`config.mk`:
```
export PLATFORM = sky130hd
export DESIGN_NAME = ibus_receiver_with_failsafe_arming_unit_flat
export DESIGN_NICKNAME = d
export VERILOG_FILES = /design/src/hw/rtl/ibr_pkg.sv /design/src/hw/rtl/ibr_in_if.sv /design/src/hw/rtl/ibr_out_if.sv /design/src/hw/rtl/ibr_ram.sv /design/src/hw/rtl/ibr_cmp.sv /design/src/hw/rtl/ibus_receiver_with_failsafe_arming_unit.sv /design/src/flat_wrapper.sv
export SDC_FILE = /design/constraint.sdc
export NUM_CORES = 1
export LEC_CHECK = 0
export BUFFER_PORTS_ARGS = -buffer_cell sky130_fd_sc_hd__buf_2
export CAP_MARGIN = 25
export CORE_MARGIN = 2
export CORE_UTILIZATION = 60
export CTS_CLUSTER_SIZE = 30
export DETAILED_ROUTE_END_ITERATION = 6
export GPL_ROUTABILITY_DRIVEN = 0
export MAX_ROUTING_LAYER = met4
export PLACE_DENSITY = 0.74
export RECOVER_POWER = 25
export SLEW_MARGIN = 10
export SYNTH_ARGS = -nofsm -noshare
export SYNTH_HDL_FRONTEND = slang
export SYNTH_SLANG_ARGS = --single-unit
```
`constraint.sdc`:
```
create_clock -name clk -period 4.3 [get_ports clk]
set_input_delay 0.86 -clock clk [delete_from_list [all_inputs] [get_ports clk]]
set_output_delay 0.86 -clock clk [all_outputs]
set_load 0.005 [all_outputs]
```
`src/hw/rtl/ibr_pkg.sv`:
```
// ----------------------------------------------------------------------------
// ibr_pkg: shared types and constants for the iBUS receiver
// Register indexes, item codes, sequencer states and channel reset values.
// ----------------------------------------------------------------------------
package ibr_pkg;

	// Channel store is always fourteen entries wide
	localparam int STORE_CH = 14;
	localparam int CH_W     = 4;
	localparam int AUX_CH   = 4;
	localparam int THR_CH   = 2;

	// Reset values
	localparam logic [15:0] GAP_LIMIT_RST     = 16'd3000;
	localparam logic [23:0] FRAME_TIMEOUT_RST = 24'd100000;
	localparam logic [15:0] ARM_THR_RST       = 16'd1700;
	localparam logic [15:0] DISARM_THR_RST    = 16'd1300;
	localparam logic [15:0] THROTTLE_LIM_RST  = 16'd1050;
	localparam logic [7:0]  HEADER_FIRST_RST  = 8'h20;
	localparam logic [7:0]  HEADER_SECOND_RST = 8'h40;
	localparam logic [15:0] SUM_INIT          = 16'hFFFF;
	localparam logic [15:0] CH_RESET_MID      = 16'd1500;
	localparam logic [15:0] CH_RESET_LOW      = 16'd1000;

	// Configuration register indexes
	typedef enum logic [2:0] {
		REG_GAP_LIMIT     = 3'd0,
		REG_FRAME_TIMEOUT = 3'd1,
		REG_ARM_THR       = 3'd2,
		REG_DISARM_THR    = 3'd3,
		REG_THROTTLE_LIM  = 3'd4,
		REG_HEADER_FIRST  = 3'd5,
		REG_HEADER_SECOND = 3'd6
	} reg_idx_t;

	// Input item and result codes
	localparam logic OP_BYTE      = 1'b0;
	localparam logic OP_TICK      = 1'b1;
	localparam logic KIND_CHANNEL = 1'b0;
	localparam logic KIND_STATUS  = 1'b1;

	typedef struct packed {
		logic [15:0] gap_limit;
		logic [23:0] frame_timeout;
		logic [15:0] arm_threshold;
		logic [15:0] disarm_threshold;
		logic [15:0] throttle_limit;
		logic [7:0]  header_first;
		logic [7:0]  header_second;
	} cfg_t;

	// Operand pairs of the shared comparator
	typedef enum logic [2:0] {
		CMP_GAP,
		CMP_FRAME,
		CMP_DISARM,
		CMP_ARM,
		CMP_THROTTLE
	} cmp_sel_t;

	typedef enum logic [3:0] {
		ST_IDLE,
		ST_RD_LO,
		ST_RD_HI,
		ST_EMIT,
		ST_T_GAP,
		ST_T_FS,
		ST_T_DIS,
		ST_T_ARM,
		ST_T_THR,
		ST_T_STAT
	} state_t;

	function automatic logic [15:0] ch_reset(input int unsigned idx);
		logic [15:0] val;
		val = CH_RESET_LOW;
		if (idx == 0 || idx == 1 || idx == 3) begin
			val = CH_RESET_MID;
		end
		return val;
	endfunction

endpackage

```
`src/hw/rtl/ibr_in_if.sv`:
```
// ----------------------------------------------------------------------------
// ibr_in_if: input item channel
// Carries a received byte or a one microsecond tick with valid/ready.
// ----------------------------------------------------------------------------
interface ibr_in_if;
	logic       valid;
	logic       ready;
	logic       opcode;
	logic [7:0] rx_byte;

	modport source (output valid, output opcode, output rx_byte, input ready);
	modport sink (input valid, input opcode, input rx_byte, output ready);
endinterface

```
`src/hw/rtl/ibr_out_if.sv`:
```
// ----------------------------------------------------------------------------
// ibr_out_if: result channel
// Carries channel value and status change results with valid/ready.
// ----------------------------------------------------------------------------
interface ibr_out_if;
	logic        valid;
	logic        ready;
	logic        kind;
	logic [3:0]  channel_index;
	logic [15:0] channel_value;
	logic        last;
	logic        failsafe;
	logic        armed;

	modport source (
		output valid, output kind, output channel_index, output channel_value,
		output last, output failsafe, output armed, input ready
	);
	modport sink (
		input valid, input kind, input channel_index, input channel_value,
		input last, input failsafe, input armed, output ready
	);
endinterface

```
`src/hw/rtl/ibr_ram.sv`:
```
// ----------------------------------------------------------------------------
// ibr_ram: generic single write, single read RAM
// One write port, one read port with registered read data.
// ----------------------------------------------------------------------------
module ibr_ram #(
	parameter int WIDTH = 8,
	parameter int DEPTH = 32
) (
	input  logic                     clk,
	input  logic                     we,
	input  logic [$clog2(DEPTH)-1:0] waddr,
	input  logic [WIDTH-1:0]         wdata,
	input  logic                     re,
	input  logic [$clog2(DEPTH)-1:0] raddr,
	output logic [WIDTH-1:0]         rdata
);

	logic [WIDTH-1:0] mem_q [0:DEPTH-1];
	logic [WIDTH-1:0] rdata_q;

	// Write port
	always_ff @(posedge clk) begin
		if (we) begin
			mem_q[waddr] <= wdata;
		end
	end

	// Registered read, held while no read is issued
	always_ff @(posedge clk) begin
		if (re) begin
			rdata_q <= mem_q[raddr];
		end
	end

	assign rdata = rdata_q;

endmodule

```
`src/hw/rtl/ibr_cmp.sv`:
```
// ----------------------------------------------------------------------------
// ibr_cmp: shared comparator
// Selects one operand pair of the tick evaluation and tests a < b unsigned.
// ----------------------------------------------------------------------------
module ibr_cmp (
	input  ibr_pkg::cfg_t     cfg,
	input  ibr_pkg::cmp_sel_t sel,
	input  logic [15:0]       gap_timer,
	input  logic [23:0]       frame_timer,
	input  logic [15:0]       aux,
	input  logic [15:0]       thr,
	output logic              lt
);
	import ibr_pkg::*;

	logic [23:0] op_a;
	logic [23:0] op_b;

	// Route the operand pair for this step
	always_comb begin
		unique case (sel)
			CMP_GAP: begin
				op_a = {8'd0, cfg.gap_limit};
				op_b = {8'd0, gap_timer};
			end
			CMP_FRAME: begin
				op_a = cfg.frame_timeout;
				op_b = frame_timer;
			end
			CMP_DISARM: begin
				op_a = {8'd0, aux};
				op_b = {8'd0, cfg.disarm_threshold};
			end
			CMP_ARM: begin
				op_a = {8'd0, cfg.arm_threshold};
				op_b = {8'd0, aux};
			end
			CMP_THROTTLE: begin
				op_a = {8'd0, thr};
				op_b = {8'd0, cfg.throttle_limit};
			end
			default: begin
				op_a = '0;
				op_b = '0;
			end
		endcase
	end

	assign lt = op_a < op_b;

endmodule

```
`src/hw/rtl/ibus_receiver_with_failsafe_arming_unit.sv`:
```
// ----------------------------------------------------------------------------
// ibus_receiver_with_failsafe_arming_unit: iBUS frame parser with failsafe
// Parses header-synced iBUS frames, reports channels, tracks arming state.
// ----------------------------------------------------------------------------
// Usage:
//   items carries either a received byte (opcode 0) or a 1 us tick
//   (opcode 1). results carries channel values (kind 0) and status changes
//   (kind 1). Configuration registers are written through cfg_we,
//   cfg_index and cfg_wdata; the user must write them only while the block
//   is idle, the block itself does not enforce this. A byte that does not
//   end a valid frame keeps the sequencer idle. The last byte of a valid
//   frame starts a run over N channels, two byte reads per channel through
//   the single read port of the frame RAM. A tick runs the timer update,
//   one test per step on the shared comparator, then the status check.
//   The block takes one item at a time; the last result of an item may
//   still wait in the output register while the next item is taken.
//   When the receiver stalls, the sequencer holds until the output register
//   frees up. Reset restores the register defaults, the channel defaults,
//   clears failsafe and armed and sets the boot guard; no clearing pass.
// ----------------------------------------------------------------------------
module ibus_receiver_with_failsafe_arming_unit #(
	parameter int CHANNEL_COUNT = 14,
	parameter int FRAME_BYTES   = 32
) (
	input  logic         clk,
	input  logic         arst_n,
	ibr_in_if.sink       items,
	ibr_out_if.source    results,
	input  logic         cfg_we,
	input  logic [2:0]   cfg_index,
	input  logic [23:0]  cfg_wdata
);
	import ibr_pkg::*;

	localparam int IDX_W   = $clog2(FRAME_BYTES);
	localparam int NCH_RAW = (FRAME_BYTES - 4) / 2;
	localparam int NCH     = (NCH_RAW < CHANNEL_COUNT) ? NCH_RAW : CHANNEL_COUNT;

	cfg_t             cfg_q;
	state_t           state_q, state_d;
	logic [IDX_W-1:0] byte_idx_q;
	logic [15:0]      sum_q;
	logic [7:0]       lo_q;
	logic [15:0]      gap_q;
	logic [23:0]      frame_q;
	logic [15:0]      store_q [0:STORE_CH-1];
	logic             fs_q, armed_q, guard_q;
	logic             fs0_q, ar0_q;
	logic             aux_low_q, aux_high_q;
	logic [CH_W-1:0]  ch_q;

	logic             out_valid_q;
	logic             out_kind_q;
	logic [3:0]       out_index_q;
	logic [15:0]      out_value_q;
	logic             out_last_q;
	logic             out_fs_q;
	logic             out_armed_q;

	logic             in_ready;
	logic             accept;
	logic             acc_byte, acc_tick;
	logic             hdr_skip, hdr_bad, take, last_byte, frame_ok, sum_byte;
	logic             out_free;
	logic             ram_re;
	logic [IDX_W-1:0] ram_raddr;
	logic [7:0]       ram_rdata;
	logic [5:0]       lo_addr, hi_addr;
	cmp_sel_t         cmp_sel;
	logic             cmp_lt;
	logic             ch_last;
	logic             stat_diff;
	logic             load_ch, load_st;
	logic [15:0]      ch_value;

	// Handshake and byte classification
	assign in_ready  = (state_q == ST_IDLE);
	assign accept    = items.valid && in_ready;
	assign acc_byte  = accept && (items.opcode == OP_BYTE);
	assign acc_tick  = accept && (items.opcode == OP_TICK);
	assign hdr_skip  = (byte_idx_q == '0) && (items.rx_byte != cfg_q.header_first);
	assign hdr_bad   = (byte_idx_q == IDX_W'(1)) && (items.rx_byte != cfg_q.header_second);
	assign take      = !hdr_skip && !hdr_bad;
	assign last_byte = (byte_idx_q == IDX_W'(FRAME_BYTES - 1));
	assign sum_byte  = (byte_idx_q < IDX_W'(FRAME_BYTES - 2));
	assign frame_ok  = ({items.rx_byte, lo_q} == sum_q);

	assign out_free  = !out_valid_q || results.ready;
	assign lo_addr   = {1'b0, ch_q, 1'b0} + 6'd2;
	assign hi_addr   = {1'b0, ch_q, 1'b0} + 6'd3;
	assign ch_last   = (ch_q == CH_W'(NCH - 1));
	assign stat_diff = (fs_q != fs0_q) || (armed_q != ar0_q);
	assign ch_value  = {ram_rdata, lo_q};
	assign load_ch   = (state_q == ST_EMIT) && out_free;
	assign load_st   = (state_q == ST_T_STAT) && stat_diff && out_free;

	// Frame buffer
	ibr_ram #(
		.WIDTH (8),
		.DEPTH (FRAME_BYTES)
	) u_frame_ram (
		.clk   (clk),
		.we    (acc_byte && take),
		.waddr (byte_idx_q),
		.wdata (items.rx_byte),
		.re    (ram_re),
		.raddr (ram_raddr),
		.rdata (ram_rdata)
	);

	// Shared comparator for tick evaluation
	ibr_cmp u_cmp (
		.cfg         (cfg_q),
		.sel         (cmp_sel),
		.gap_timer   (gap_q),
		.frame_timer (frame_q),
		.aux         (store_q[AUX_CH]),
		.thr         (store_q[THR_CH]),
		.lt          (cmp_lt)
	);

	// Next state
	always_comb begin
		state_d = state_q;
		unique case (state_q)
			ST_IDLE: begin
				if (acc_byte && take && last_byte && frame_ok) begin
					state_d = ST_RD_LO;
				end else if (acc_tick) begin
					state_d = ST_T_GAP;
				end
			end
			ST_RD_LO:  state_d = ST_RD_HI;
			ST_RD_HI:  state_d = ST_EMIT;
			ST_EMIT: begin
				if (out_free) begin
					state_d = ch_last ? ST_IDLE : ST_RD_LO;
				end
			end
			ST_T_GAP:  state_d = ST_T_FS;
			ST_T_FS:   state_d = ST_T_DIS;
			ST_T_DIS:  state_d = ST_T_ARM;
			ST_T_ARM:  state_d = ST_T_THR;
			ST_T_THR:  state_d = ST_T_STAT;
			ST_T_STAT: begin
				if (!stat_diff || out_free) begin
					state_d = ST_IDLE;
				end
			end
			default:   state_d = ST_IDLE;
		endcase
	end

	// Sequencer outputs
	always_comb begin
		ram_re    = 1'b0;
		ram_raddr = IDX_W'(lo_addr);
		cmp_sel   = CMP_GAP;
		unique case (state_q)
			ST_RD_LO: begin
				ram_re    = 1'b1;
				ram_raddr = IDX_W'(lo_addr);
			end
			ST_RD_HI: begin
				ram_re    = 1'b1;
				ram_raddr = IDX_W'(hi_addr);
			end
			ST_T_GAP:  cmp_sel = CMP_GAP;
			ST_T_FS:   cmp_sel = CMP_FRAME;
			ST_T_DIS:  cmp_sel = CMP_DISARM;
			ST_T_ARM:  cmp_sel = CMP_ARM;
			ST_T_THR:  cmp_sel = CMP_THROTTLE;
			default: begin
				ram_re  = 1'b0;
				cmp_sel = CMP_GAP;
			end
		endcase
	end

	always_ff @(posedge clk or negedge arst_n) begin
		if (!arst_n) begin
			state_q <= ST_IDLE;
		end else begin
			state_q <= state_d;
		end
	end

	// Configuration registers
	always_ff @(posedge clk or negedge arst_n) begin
		if (!arst_n) begin
			cfg_q.gap_limit        <= GAP_LIMIT_RST;
			cfg_q.frame_timeout    <= FRAME_TIMEOUT_RST;
			cfg_q.arm_threshold    <= ARM_THR_RST;
			cfg_q.disarm_threshold <= DISARM_THR_RST;
			cfg_q.throttle_limit   <= THROTTLE_LIM_RST;
			cfg_q.header_first     <= HEADER_FIRST_RST;
			cfg_q.header_second    <= HEADER_SECOND_RST;
		end else if (cfg_we) begin
			unique case (cfg_index)
				REG_GAP_LIMIT:     cfg_q.gap_limit        <= cfg_wdata[15:0];
				REG_FRAME_TIMEOUT: cfg_q.frame_timeout    <= cfg_wdata;
				REG_ARM_THR:       cfg_q.arm_threshold    <= cfg_wdata[15:0];
				REG_DISARM_THR:    cfg_q.disarm_threshold <= cfg_wdata[15:0];
				REG_THROTTLE_LIM:  cfg_q.throttle_limit   <= cfg_wdata[15:0];
				REG_HEADER_FIRST:  cfg_q.header_first     <= cfg_wdata[7:0];
				REG_HEADER_SECOND: cfg_q.header_second    <= cfg_wdata[7:0];
				default: ;
			endcase
		end
	end

	// Frame parser, timers and flags
	always_ff @(posedge clk or negedge arst_n) begin
		if (!arst_n) begin
			byte_idx_q <= '0;
			sum_q      <= SUM_INIT;
			gap_q      <= '0;
			frame_q    <= '0;
			fs_q       <= 1'b0;
			armed_q    <= 1'b0;
			guard_q    <= 1'b1;
			fs0_q      <= 1'b0;
			ar0_q      <= 1'b0;
			aux_low_q  <= 1'b0;
			aux_high_q <= 1'b0;
			ch_q       <= '0;
		end else begin
			unique case (state_q)
				ST_IDLE: begin
					if (acc_byte) begin
						gap_q <= '0;
						ch_q  <= '0;
						if (hdr_bad) begin
							byte_idx_q <= '0;
							sum_q      <= SUM_INIT;
						end else if (take) begin
							if (sum_byte) begin
								sum_q <= sum_q - {8'd0, items.rx_byte};
							end
							if (last_byte) begin
								byte_idx_q <= '0;
								sum_q      <= SUM_INIT;
								if (frame_ok) begin
									frame_q <= '0;
								end
							end else begin
								byte_idx_q <= byte_idx_q + IDX_W'(1);
							end
						end
					end else if (acc_tick) begin
						// Saturating timer advance, remember flags for the status check
						fs0_q <= fs_q;
						ar0_q <= armed_q;
						if (gap_q != '1) begin
							gap_q <= gap_q + 16'd1;
						end
						if (frame_q != '1) begin
							frame_q <= frame_q + 24'd1;
						end
					end
				end
				ST_EMIT: begin
					if (out_free) begin
						ch_q <= ch_q + CH_W'(1);
					end
				end
				ST_T_GAP: begin
					if ((byte_idx_q != '0) && cmp_lt) begin
						byte_idx_q <= '0;
						sum_q      <= SUM_INIT;
					end
				end
				ST_T_FS: begin
					fs_q <= cmp_lt;
					if (cmp_lt) begin
						armed_q <= 1'b0;
					end
				end
				ST_T_DIS: begin
					aux_low_q <= cmp_lt;
					if (cmp_lt) begin
						guard_q <= 1'b0;
					end
				end
				ST_T_ARM: begin
					aux_high_q <= cmp_lt;
				end
				ST_T_THR: begin
					if (!fs_q && !armed_q && !guard_q && aux_high_q && cmp_lt) begin
						armed_q <= 1'b1;
					end else if (aux_low_q || fs_q) begin
						armed_q <= 1'b0;
					end
				end
				default: ;
			endcase
		end
	end

	// Checksum low byte, reused as the channel low byte during a run
	always_ff @(posedge clk) begin
		if (acc_byte && take && (byte_idx_q == IDX_W'(FRAME_BYTES - 2))) begin
			lo_q <= items.rx_byte;
		end else if (state_q == ST_RD_HI) begin
			lo_q <= ram_rdata;
		end
	end

	// Channel store
	always_ff @(posedge clk or negedge arst_n) begin
		if (!arst_n) begin
			for (int i = 0; i < STORE_CH; i++) begin
				store_q[i] <= ch_reset(i);
			end
		end else if (load_ch) begin
			store_q[ch_q] <= ch_value;
		end
	end

	// Output register
	always_ff @(posedge clk or negedge arst_n) begin
		if (!arst_n) begin
			out_valid_q <= 1'b0;
		end else if (load_ch || load_st) begin
			out_valid_q <= 1'b1;
		end else if (results.ready) begin
			out_valid_q <= 1'b0;
		end
	end

	always_ff @(posedge clk) begin
		if (load_ch) begin
			out_kind_q  <= KIND_CHANNEL;
			out_index_q <= ch_q;
			out_value_q <= ch_value;
			out_last_q  <= ch_last;
			out_fs_q    <= fs_q;
			out_armed_q <= armed_q;
		end else if (load_st) begin
			out_kind_q  <= KIND_STATUS;
			out_index_q <= '0;
			out_value_q <= '0;
			out_last_q  <= 1'b0;
			out_fs_q    <= fs_q;
			out_armed_q <= armed_q;
		end
	end

	assign items.ready           = in_ready;
	assign results.valid         = out_valid_q;
	assign results.kind          = out_kind_q;
	assign results.channel_index = out_index_q;
	assign results.channel_value = out_value_q;
	assign results.last          = out_last_q;
	assign results.failsafe      = out_fs_q;
	assign results.armed         = out_armed_q;

endmodule

```
`src/flat_wrapper.sv`:
```
// flat-port wrapper written by rule: the top's interface ports become plain ports
module ibus_receiver_with_failsafe_arming_unit_flat import ibr_pkg::*;
#(
	parameter int CHANNEL_COUNT = 14,
	parameter int FRAME_BYTES   = 32
)
  (clk, arst_n, cfg_we, cfg_index, cfg_wdata, items_valid, items_opcode, items_rx_byte, items_ready, results_valid, results_kind, results_channel_index, results_channel_value, results_last, results_failsafe, results_armed, results_ready);
  ibr_in_if items_i ();
  ibr_out_if results_i ();
  input  logic clk;
  input  logic arst_n;
  input  logic cfg_we;
  input  logic [2:0] cfg_index;
  input  logic [23:0] cfg_wdata;
  input wire logic [$bits(items_i.valid)-1:0] items_valid;
  input wire logic [$bits(items_i.opcode)-1:0] items_opcode;
  input wire logic [$bits(items_i.rx_byte)-1:0] items_rx_byte;
  output wire logic [$bits(items_i.ready)-1:0] items_ready;
  output wire logic [$bits(results_i.valid)-1:0] results_valid;
  output wire logic [$bits(results_i.kind)-1:0] results_kind;
  output wire logic [$bits(results_i.channel_index)-1:0] results_channel_index;
  output wire logic [$bits(results_i.channel_value)-1:0] results_channel_value;
  output wire logic [$bits(results_i.last)-1:0] results_last;
  output wire logic [$bits(results_i.failsafe)-1:0] results_failsafe;
  output wire logic [$bits(results_i.armed)-1:0] results_armed;
  input wire logic [$bits(results_i.ready)-1:0] results_ready;
  assign items_i.valid = items_valid;
  assign items_i.opcode = items_opcode;
  assign items_i.rx_byte = items_rx_byte;
  assign items_ready = items_i.ready;
  assign results_valid = results_i.valid;
  assign results_kind = results_i.kind;
  assign results_channel_index = results_i.channel_index;
  assign results_channel_value = results_i.channel_value;
  assign results_last = results_i.last;
  assign results_failsafe = results_i.failsafe;
  assign results_armed = results_i.armed;
  assign results_i.ready = results_ready;
  ibus_receiver_with_failsafe_arming_unit #(.CHANNEL_COUNT(CHANNEL_COUNT), .FRAME_BYTES(FRAME_BYTES)) u_core (.clk(clk), .arst_n(arst_n), .items(items_i), .results(results_i), .cfg_we(cfg_we), .cfg_index(cfg_index), .cfg_wdata(cfg_wdata));
endmodule
```
==> flow_summary.toml, run 1 <==
[critical_path]
rr_worst_depth = 16
path_cells = "or2_2, nor3_2, a21oi_2, buf_4, a22oi_1, nand2_1, ha_1, a21oi_1, a21boi_0, o221ai_1, o211ai_1, a2111oi_4, o21ai_4, a41oi_4, buf_12, a2bb2oi_1"
cp.required_ns = 4.82
rrSetupSlack_ns = 0.25
r2r_end = "u_core.sum_q[0]"
crit_arrival_ns = 4.57
crit_family = "compound AO/OA/AOI/OAI gates"
r2r_start = "u_core.state_q[1]"
slowest_delay_ns = 0.51
startpoint_type = "flip-flop"
critPathMaxFanout = 17
end_kind = "flip-flop"
critical_path_buf_inv_count = 2
crit_start = "u_core.state_q[1]"
crit_type = "flip-flop to flip-flop"
cp_slowest_cell = "dfrtp_1"

[route]
totalWireLength_um = 55100
routedWlPerCell_um = 24.84
drcViolationCount = 0
first_iter_violations = 1437
ant_nets = 0
routed-via-count = 14110
via_per_inst = 6.359
firstDrtPassIters = 6

[floorplanning]
dieArea_um2 = 39620
start_util = 0.6075
pin_count = 67
row_count = 71
die_h_um = 199.1
fp.dieW_um = 199.1
core-area_um2 = 37580

[timing]
skew_ns = 0.02184
final_max_slew_viol_count = 100
setup_viol = 0
worst_slack_ns = 0.2480
fmax_ghz = 0.2468
tightest_slew_ns = 2.494
fin_setup_tns_ns = 0
period_needed_ns = 4.052
rsz0062_at_grt = "false"
final_hold_viol_count = 0
maxSlewHeadroom = -0.6625
fin_crit_sh = 0.9423

[clock_tree]
ctsHtreeMaxLevel = 2
cts_tree = "yes"
ctsRootBufferMaster = "clkbuf_16"
cts.sinks = 509
clkTransAtPathRegs_ns = 0.06
cts_setup_buffers = 0
clkLatencyLatePin_ns = 0.60
clock_path_buffers = 3
cts_made_buffers = 51
cts_hold_buf = 0

[power_and_ir_drop]
max-vdd-ir-drop_v = 0.0004662
p_per_area_nw_per_um2 = 611.1
p_leak_uw = 0.009495

[layout]
fin_area_um2 = 25720
finalNonFillerCells = 2218
seqCellArea_um2 = 14280
syn2layout_area_growth_pct = 12.68
fill_cells = 2509
nets = 1750
drive_above_1_share = 0.3181
num_antenna_cells = 0
multi_input_area_um2 = 8167

[grt]
antenna_found_initial = 0
track_usage = 0.2977
grt_pass1_wl_um = 84600
grt_pass1_vias = 14190
grt_overflow = 0
grt_max_degree = 101

[flow_run]
drv_cap = 1

[synthesis]
synth_fp_nets = 1618
ys_seq_area_frac = 0.6255
synth_cells = 1534
synth_top_area_cell = "edfxtp_1"
async_flop_share = 0.4185
syn_avg_cell_area_um2 = 14.88
synth.distinct_cells = 86
synthTopCellsByArea = "edfxtp_1 39%, dfrtp_1 17%, mux4_2 7.9%, mux2_2 7.6%, dfstp_2 6.6%"
yosysWarnings = 0
synth-seq-cells = 509
synth_edf_count = 295
yosysTopAreaCellShare = 0.3881
synth_ff_type = "edfxtp_1"
syn_area_um2 = 22830

[place]
portBuffers = 66
dpl-instance-area_um2 = 24200
place.detailed.hpwl_um = 37660
place_ws_ns = 0.1996
placedCellCount = 2124

[worst_hold_path]
hold-path-cell-count = 2
holdCritPathClass = "input pin to flip-flop"
min_from = "cfg_wdata[21]"
hold_path_end = "u_core.cfg_q[85]"

[status]
violations = "capacitance limit, slew limit"
status = "finished with violations"
[worst register-to-register path, delay by kind of cell, from the launching register on]
| kind | cells | cell delay (ns) |
|---|---|---|
| adders and majority gates | 1 | 0.35 |
| DFF | 1 | 0.51 |
| and+or+nand+nor | 3 | 0.65 |
| buffers and inverters | 2 | 0.40 |
| AOI/OAI and AO/OA | 10 | 2.04 |
[cells in the mapped netlist (21+ instances only)]
| cell | instances |
|---|---|
| o21ai_0 | 37 |
| nor2_1 | 99 |
| mux2_2 | 154 |
| xnor2_1 | 49 |
| nand2_1 | 110 |
| mux4_2 | 80 |
| and3_1 | 39 |
| ha_1 | 42 |
| dfstp_2 | 57 |
| nand3_1 | 27 |
| nand4_1 | 21 |
| a21oi_1 | 24 |
| inv_1 | 27 |
| edfxtp_1 | 295 |
| clkbuf_1 | 53 |
| a222oi_1 | 28 |
| dfrtp_1 | 156 |
[worst max path at each step]
stage                       to  slack, ns  cells after the start
3_5_place_dp   u_core.sum_q[0]       0.20                     14
3_3_place_gp   u_core.sum_q[0]       0.38                     13
6_report       u_core.sum_q[0]       0.25                     16
4_1_cts        u_core.sum_q[0]       0.15                     14
5_1_grt        u_core.sum_q[0]      0.006                     16
2_1_floorplan  u_core.sum_q[1]       0.39                     16
[area by class of cell]
type / instances / area share
repair buffers: 147 / 0.03770
well taps: 511 / 0.02486
clock inverters: 30 / 0.007734
flip-flops and latches: 509 / 0.5552
multi-input cells: 927 / 0.3175
inverters: 30 / 0.004378
clock buffers: 64 / 0.05268
[cell usage in the layout, fill, tap and decap left out, types with 27 or more instances in the layout]
master,n
dfstp_2,57
xnor2_1,49
nand3_1,27
dfrtp_1,155
nor2_1,97
and3_1,39
mux2_2,154
nand2_1,110
edfxtp_1,295
buf_4,70
buf_2,58
clkbuf_16,51
mux4_2,80
ha_1,42
a222oi_1,28
o21ai_0,37
inv_1,27
[cell families (layout without fill, tap and decap cells)]
kind of cell    after synthesis  in the layout  synth area share
buf+inv                      98            271           0.01902
compound gates              188            188           0.06506
fa+ha+maj                    43             43           0.02390
simple gates                400            400           0.08775
mux                         235            235            0.1553
xor+xnor                     61             61           0.02340
flops                       509            509            0.6255
[state kept, by name (all words and copies together), names as in the netlist, 4 cells and up]
register,cells
u_core.frame_q,24
u_core.results.channel_value,16
u_core.byte_idx_q,5
u_core.cfg_q,104
u_core.sum_q,16
u_core.u_frame_ram.mem_q,256
u_core.u_frame_ram.rdata,8
u_core.ch_q,4
u_core.store_q,32
u_core.state_q,4
u_core.gap_q,16
u_core.results.channel_index,4
u_core.lo_q,8
[what timing repair did]
item / CTS / global route
endpoints found under the hold margin: 0 / 0
endpoints found under the setup margin: 0 / 16
resized for setup: 0 / 2
[where the power goes]
| part | internal (uW) | leakage, uW | total [uW] | switching [uW] |
|---|---|---|---|---|
| logic | 2250 | 0.00348 | 4710 | 2470 |
| clock network | 2300 | 0.000769 | 4180 | 1880 |
| registers | 6080 | 0.00525 | 6830 | 743 |
| total | 10600 | 0.00950 | 15700 | 5090 |
[metrics by stage]
stage          hold slack, ns    util  power, uW
4_1_cts                0.3762  0.6854      15760
6_report               0.4956  0.6845      15720
5_1_grt                0.4808  0.6845      16410
3_5_place_dp           0.4931  0.6441      11580
3_3_place_gp           0.4881  0.6441      11440
2_1_floorplan          0.4615       -       9956
[metal layers]
layer / vias up / wire length (um) / global-route usage / part of all wire
met3: 124 / 3855 / 0.04827 / 0.070
li1: 6163 / - / - / -
met1: 7222 / 21760 / 0.3821 / 0.39
met2: 596 / 27200 / 0.4801 / 0.49
met5: - / 0 / - / 0
met4: 0 / 2288 / 0.1189 / 0.042
Note: power is estimated with default switching activity, not from simulation.
==> run 2, diff against run 1 <==
- CTS_BUF_LIST: not set -> sky130_fd_sc_hd__clkbuf_16
==> run 2 against run 1 <==
Compared with the run above: the run ends with DRC, capacitance limit, slew limit left; sequential power about the same; combinational power is essentially flat; critical path depth is the same; clock power down 2%; die area unchanged; non-clock buffer count stayed put; register-to-register slack is essentially flat; global-route usage about the same; critical path type unchanged; largest power group unchanged.
==> flow_summary.toml, run 2 (synthesis results as in run 1) <==
[status]
status = "finished with violations"
violations = "DRC, capacitance limit, slew limit"

[critical_path]
slowest_delay_ns = 0.52
critical_path_buf_inv_count = 2
startpoint_type = "flip-flop"
rrSetupSlack_ns = 0.25
critPathMaxFanout = 17
crit_type = "flip-flop to flip-flop"
cp_slowest_cell = "dfrtp_1"
cp.required_ns = 4.82
path_cells = "or2_2, nor3_2, a21oi_2, buf_4, a22oi_1, nand2_1, ha_1, a21oi_1, a21boi_0, o221ai_1, o211ai_1, a2111oi_4, o21ai_4, a41oi_4, buf_12, a2bb2oi_1"
end_kind = "flip-flop"
crit_family = "compound AO/OA/AOI/OAI gates"
crit_arrival_ns = 4.56

[floorplanning]
dieArea_um2 = 39620
fp.dieW_um = 199.1
core-area_um2 = 37580
pin_count = 67
start_util = 0.6075
die_h_um = 199.1
row_count = 71

[grt]
grt_overflow = 0
grt_pass1_vias = 14200
grt_max_degree = 101
track_usage = 0.2976
grt_pass1_wl_um = 84580
antenna_found_initial = 0

[timing]
rsz0062_at_grt = "false"
setup_viol = 0
fin_setup_tns_ns = 0
tightest_slew_ns = 2.510
skew_ns = 0.01970
final_hold_viol_count = 0
maxSlewHeadroom = -0.6736
fin_crit_sh = 0.9410
fmax_ghz = 0.2471
final_max_slew_viol_count = 100
period_needed_ns = 4.046

[clock_tree]
clkLatencyLatePin_ns = 0.60
cts_made_buffers = 51
cts_tree = "yes"
clock_path_buffers = 3
ctsRootBufferMaster = "clkbuf_16"
ctsHtreeMaxLevel = 2
clkTransAtPathRegs_ns = 0.06
cts_hold_buf = 0
cts_setup_buffers = 0
cts.sinks = 509

[place]
placedCellCount = 2124
portBuffers = 66
dpl-instance-area_um2 = 24200
place.detailed.hpwl_um = 37660

[layout]
nets = 1750
finalNonFillerCells = 2218
regMostFlops = "u_core.u_frame_ram.mem_q"
num_antenna_cells = 0
fin_area_um2 = 25690
final_cell_mix = "295 x edfxtp_1, 155 x dfrtp_1, 154 x mux2_2, 110 x nand2_1, 97 x nor2_1"
final_common_cell = "edfxtp_1"
syn2layout_area_growth_pct = 12.55
fill_cells = 2512
largest_reg_flops = 256
reg_top3 = "u_core.u_frame_ram.mem_q: 256 flops, u_core.cfg_q: 104 flops, u_core.store_q: 32 flops"
drive_above_1_share = 0.3169

[route]
wl_met1_um = 21590
met2_length_um = 27230
routed-via-count = 14160
routedWlPerCell_um = 24.81
via_per_inst = 6.383
ant_nets = 0
first_iter_violations = 1402
dr.max_layer_used = "met4"
drcViolationCount = 9
dr_wl_met3_um = 3939
firstDrtPassIters = 7
totalWireLength_um = 55020

[power_and_ir_drop]
max-vdd-ir-drop_v = 0.0004655
p_leak_uw = 0.009523
p_per_area_nw_per_um2 = 608.2

[worst_hold_path]
holdCritPathClass = "input pin to flip-flop"

[flow_run]
drv_cap = 1
==> run 2: cell types whose count changed in the layout (fill, tap and decap cells not counted), sizes merged <==
| cell | delta |
|---|---|
| clkbuf | -13 |
| inv | +11 |
| clkinv | +2 |
==> run 2: path summary, 6_finish.rpt <==
path,cells after the start,endpoint,startpoint
worst max register to register,16,u_core.sum_q[0],u_core.state_q[1]
worst min register to register,1,u_core.guard_q,u_core.guard_q
min in group asynchronous,1,u_core.cfg_q[77],arst_n
max in group asynchronous,2,u_core.sum_q[10],arst_n
worst min-delay path,2,u_core.cfg_q[85],cfg_wdata[21]
worst max-delay path,16,u_core.sum_q[0],u_core.state_q[1]
==> run 2: final cells by class <==
cell class / count / area, um2 / share of cell area
Multi-Input combinational cell: 927 / 8167 / 0.3178
Clock inverter: 43 / 247.7 / 0.009642
Clock buffer: 51 / 1276 / 0.04967
Timing Repair Buffer: 147 / 969.7 / 0.03774
Tap cell: 511 / 639.4 / 0.02488
Inverter: 30 / 112.6 / 0.004383
Sequential cell: 509 / 14280 / 0.5558
==> run 2: power by group <==
part           total, uW  internal (uW)  switching [uW]
combinational       4710           2250            2460
clock               4100           2220            1880
sequential          6820           6080             738
==> run 2: timing repair <==
item | CTS | global route
endpoints found under the hold margin | 0 | 0
resized for setup | 0 | 2
setup endpoints to repair | 0 | 16
==> run 2: per-stage QoR <==
step / utilization / hold WS [ns] / setup WS (ns) / power, uW
2_1_floorplan: - / 0.4615 / 0.3870 / 9956
3_3_place_gp: 0.6441 / 0.4881 / 0.3835 / 11440
3_5_place_dp: 0.6441 / 0.4931 / 0.1996 / 11580
4_1_cts: 0.6846 / 0.3762 / 0.1489 / 15680
5_1_grt: 0.6837 / 0.4808 / 0.01315 / 16330
6_report: 0.6837 / 0.4924 / 0.2536 / 15630
==> run 2: metal layers <==
layer | vias to the layer above | global-route usage
li1 | 6175 | -
met1 | 7267 | 0.3815
met2 | 594 | 0.4803
met3 | 121 | 0.04911
met4 | 0 | 0.1180
met5 | - | -
==> run 3, diff against run 2 <==
- ABC_AREA: not set -> 1
==> run 3 against run 2 <==
Compared with the run above: the flow finishes with violations (capacitance limit, slew limit); fmax up 1.6%; flip-flop and latch count unchanged; synthesized cell count rose by 49%; critical path depth increased by 2; routed wire length grew 15%; total power increased by 7.4%; register-to-register slack better by 0.07 ns; critical endpoint is now u_core.byte_idx_q[4].
==> flow_summary.toml, run 3 <==
[status]
status = "finished with violations"
violations = "capacitance limit, slew limit"

[synthesis]
yosysTopAreaCellShare = 0.3806
async_flop_share = 0.4185
synth.distinct_cells = 55
synth_fp_nets = 2371
syn_avg_cell_area_um2 = 10.18
synth-seq-cells = 509
synth_ff_type = "edfxtp_1"
synth_edf_count = 295
synth_most_common_cell = "nand2_1"
synth_top_area_cell = "edfxtp_1"
yosysWarnings = 0
syn_area_um2 = 23280
synth_commonest_cells = "421 x nand2_1, 314 x o21ai_0, 295 x edfxtp_1"
synth_cells = 2287
synthTopCellsByArea = "edfxtp_1 38%, dfrtp_1 17%, nand2_1 6.8%, o21ai_0 6.8%, dfstp_2 6.4%"
ys_seq_area_frac = 0.6135

[critical_path]
startpoint_type = "flip-flop"
critPathMaxFanout = 23
crit_type = "flip-flop to flip-flop"
crit_path_frequent_cell = "nand2_1"
cp.required_ns = 4.81
crit_arrival_ns = 4.49
end_kind = "flip-flop"
cp_slowest_cell = "dfrtp_1"
slowest_delay_ns = 0.41
path_cells = "inv_2, nor2_4, nand2_2, inv_1, a22o_1, a221oi_1, nand2_1, ha_1, a21oi_1, nor2_1, a211oi_1, o221ai_1, a21oi_1, nand3_2, nand2_2, nand3_1, nand2_1, nand2_1"

[route]
routed-via-count = 17920
routedWlPerCell_um = 21.54
ant_nets = 0
drcViolationCount = 0
firstDrtPassIters = 6
via_per_inst = 6.125
totalWireLength_um = 63030
first_iter_violations = 1989

[timing]
tightest_slew_ns = 2.333
fin_setup_tns_ns = 0
maxSlewHeadroom = -0.5553
final_max_slew_viol_count = 269
fin_crit_sh = 0.9258
period_needed_ns = 3.981
final_hold_viol_count = 0
skew_ns = 0.03468
setup_viol = 0
fmax_ghz = 0.2512
rsz0062_at_grt = "false"

[floorplanning]
dieArea_um2 = 40380
fp.dieW_um = 201.0
row_count = 72
start_util = 0.6051
pin_count = 67
die_h_um = 201.0
core-area_um2 = 38470

[clock_tree]
ctsRootBufferMaster = "clkbuf_16"
cts.sinks = 509
cts_tree = "yes"
cts_hold_buf = 0
clkLatencyLatePin_ns = 0.64
ctsResizeCount = 0
cts_made_buffers = 51
cts_setup_buffers = 0
clkTransAtPathRegs_ns = 0.06
clock_path_buffers = 3
ctsHtreeMaxLevel = 2

[power_and_ir_drop]
swShare = 0.3841
p_clk_frac = 0.261
pwr-share-comb = 0.338
internal-power_uw = 10330
power_uw = 16780
p_leak_uw = 0.01042
p_per_area_nw_per_um2 = 644.5
p_seq_frac = 0.401
p_switching_uw = 6445
max-vdd-ir-drop_v = 0.0004300

[layout]
nets = 2452
finalNonFillerCells = 2926
regMostFlops = "u_core.u_frame_ram.mem_q"
fill_cells = 2940
syn2layout_area_growth_pct = 11.84
final_common_cell = "nand2_1"
final_cell_mix = "420 x nand2_1, 314 x o21ai_0, 295 x edfxtp_1, 266 x nor2_1, 168 x inv_1"
drive_above_1_share = 0.1247
largest_reg_flops = 256
reg_top3 = "u_core.u_frame_ram.mem_q: 256 flops, u_core.cfg_q: 104 flops, u_core.store_q: 32 flops"

[grt]
antenna_found_initial = 1
grt_overflow = 0
grt_pass1_wl_um = 98660
grt_max_degree = 88
grt_pass1_vias = 17680
track_usage = 0.3253

[place]
portBuffers = 66
placedCellCount = 2831
place.detailed.hpwl_um = 41420

[worst_hold_path]
holdCritPathClass = "flip-flop to flip-flop"

[flow_run]
drv_cap = 6
## run 3: cell count changes in the layout (fill, tap and decap cells not counted), sizes merged, moves of 49 or more
| cell | before | now |
|---|---|---|
| nor2 | 102 | 279 |
| o221ai | 1 | 60 |
| mux2 | 154 | 2 |
| mux4 | 80 | 0 |
| nand2 | 112 | 429 |
| nand3 | 27 | 76 |
| o21ai | 39 | 320 |
| inv | 41 | 179 |
## run 3: logic make-up after synthesis
logic type | Yosys count | synth area share
buffers and inverters | 281 | 0.04709
multiplexers | 2 | 0.0009675
XOR/XNOR | 53 | 0.01994
AO/OA/AOI/OAI | 530 | 0.1376
AND/OR/NAND/NOR | 869 | 0.1575
adder cells (fa/ha/maj) | 43 | 0.02344
flip-flops | 509 | 0.6135
## run 3: path summary, 6_finish.rpt
path                                        endpoint              start  cells past startpoint  slack, ns
worst min-delay path                  u_core.guard_q     u_core.guard_q                      2       0.46
max in group asynchronous            u_core.sum_q[4]             arst_n                      2       1.89
worst min register to register        u_core.guard_q     u_core.guard_q                      2       0.46
worst max-delay path            u_core.byte_idx_q[4]  u_core.state_q[3]                     18       0.32
worst max register to register  u_core.byte_idx_q[4]  u_core.state_q[3]                     18       0.32
min in group asynchronous          u_core.cfg_q[100]             arst_n                      1       0.92
## run 3: per-layer routing
| layer | track usage | vias up | wire, um |
|---|---|---|---|
| met4 | 0.1606 | 0 | 3159 |
| met1 | 0.3964 | 8652 | 23870 |
| met3 | 0.04984 | 188 | 4972 |
| met2 | 0.5336 | 912 | 31030 |
| met5 | - | - | 0 |
| li1 | - | 8170 | - |
## run 3: power by group through the flow
stage | Combinational (uW) | Clock [uW] | Sequential, uW
after floorplan | 3890 | 0 | 6560
after global placement | 5350 | 0 | 6770
after detailed placement | 5560 | 0 | 6780
after CTS | 5600 | 4420 | 6700
after global routing | 6250 | 4600 | 6800
final | 5670 | 4380 | 6730
## run 3: stage by stage
stage | util | area, um2 | setup WS, ns | hold WS [ns]
floorplan | - | 23280 | 1.212 | 0.4307
global placement | 0.6337 | 24380 | 0.5491 | 0.4443
detailed placement | 0.6341 | 24390 | 0.4000 | 0.4487
CTS | 0.6769 | 26040 | 0.4123 | 0.3237
global route | 0.6768 | 26030 | 0.03124 | 0.4876
finish | 0.6768 | 26030 | 0.3191 | 0.4600
## run 3: cell type report
cell class	instances	area (um2)	area share
timing repair buffer	141	909.6	0.03494
clock inverter	40	369.1	0.01418
clock buffer	51	1276	0.04902
antenna	2	5.005	0.0001923
tap	518	648.1	0.02490
multi-input combinational	1497	7910	0.3039
sequential	509	14280	0.5485
inverter	168	634.4	0.02437
## run 3: worst max-delay path: cells and delay by family, from the launching register on
family	cells	cell delay [ns]
adders and majority gates	1	0.32
buffers and inverters	2	0.41
AOI/OAI and AO/OA	6	1.33
DFF	1	0.41
and+or+nand+nor	9	1.36
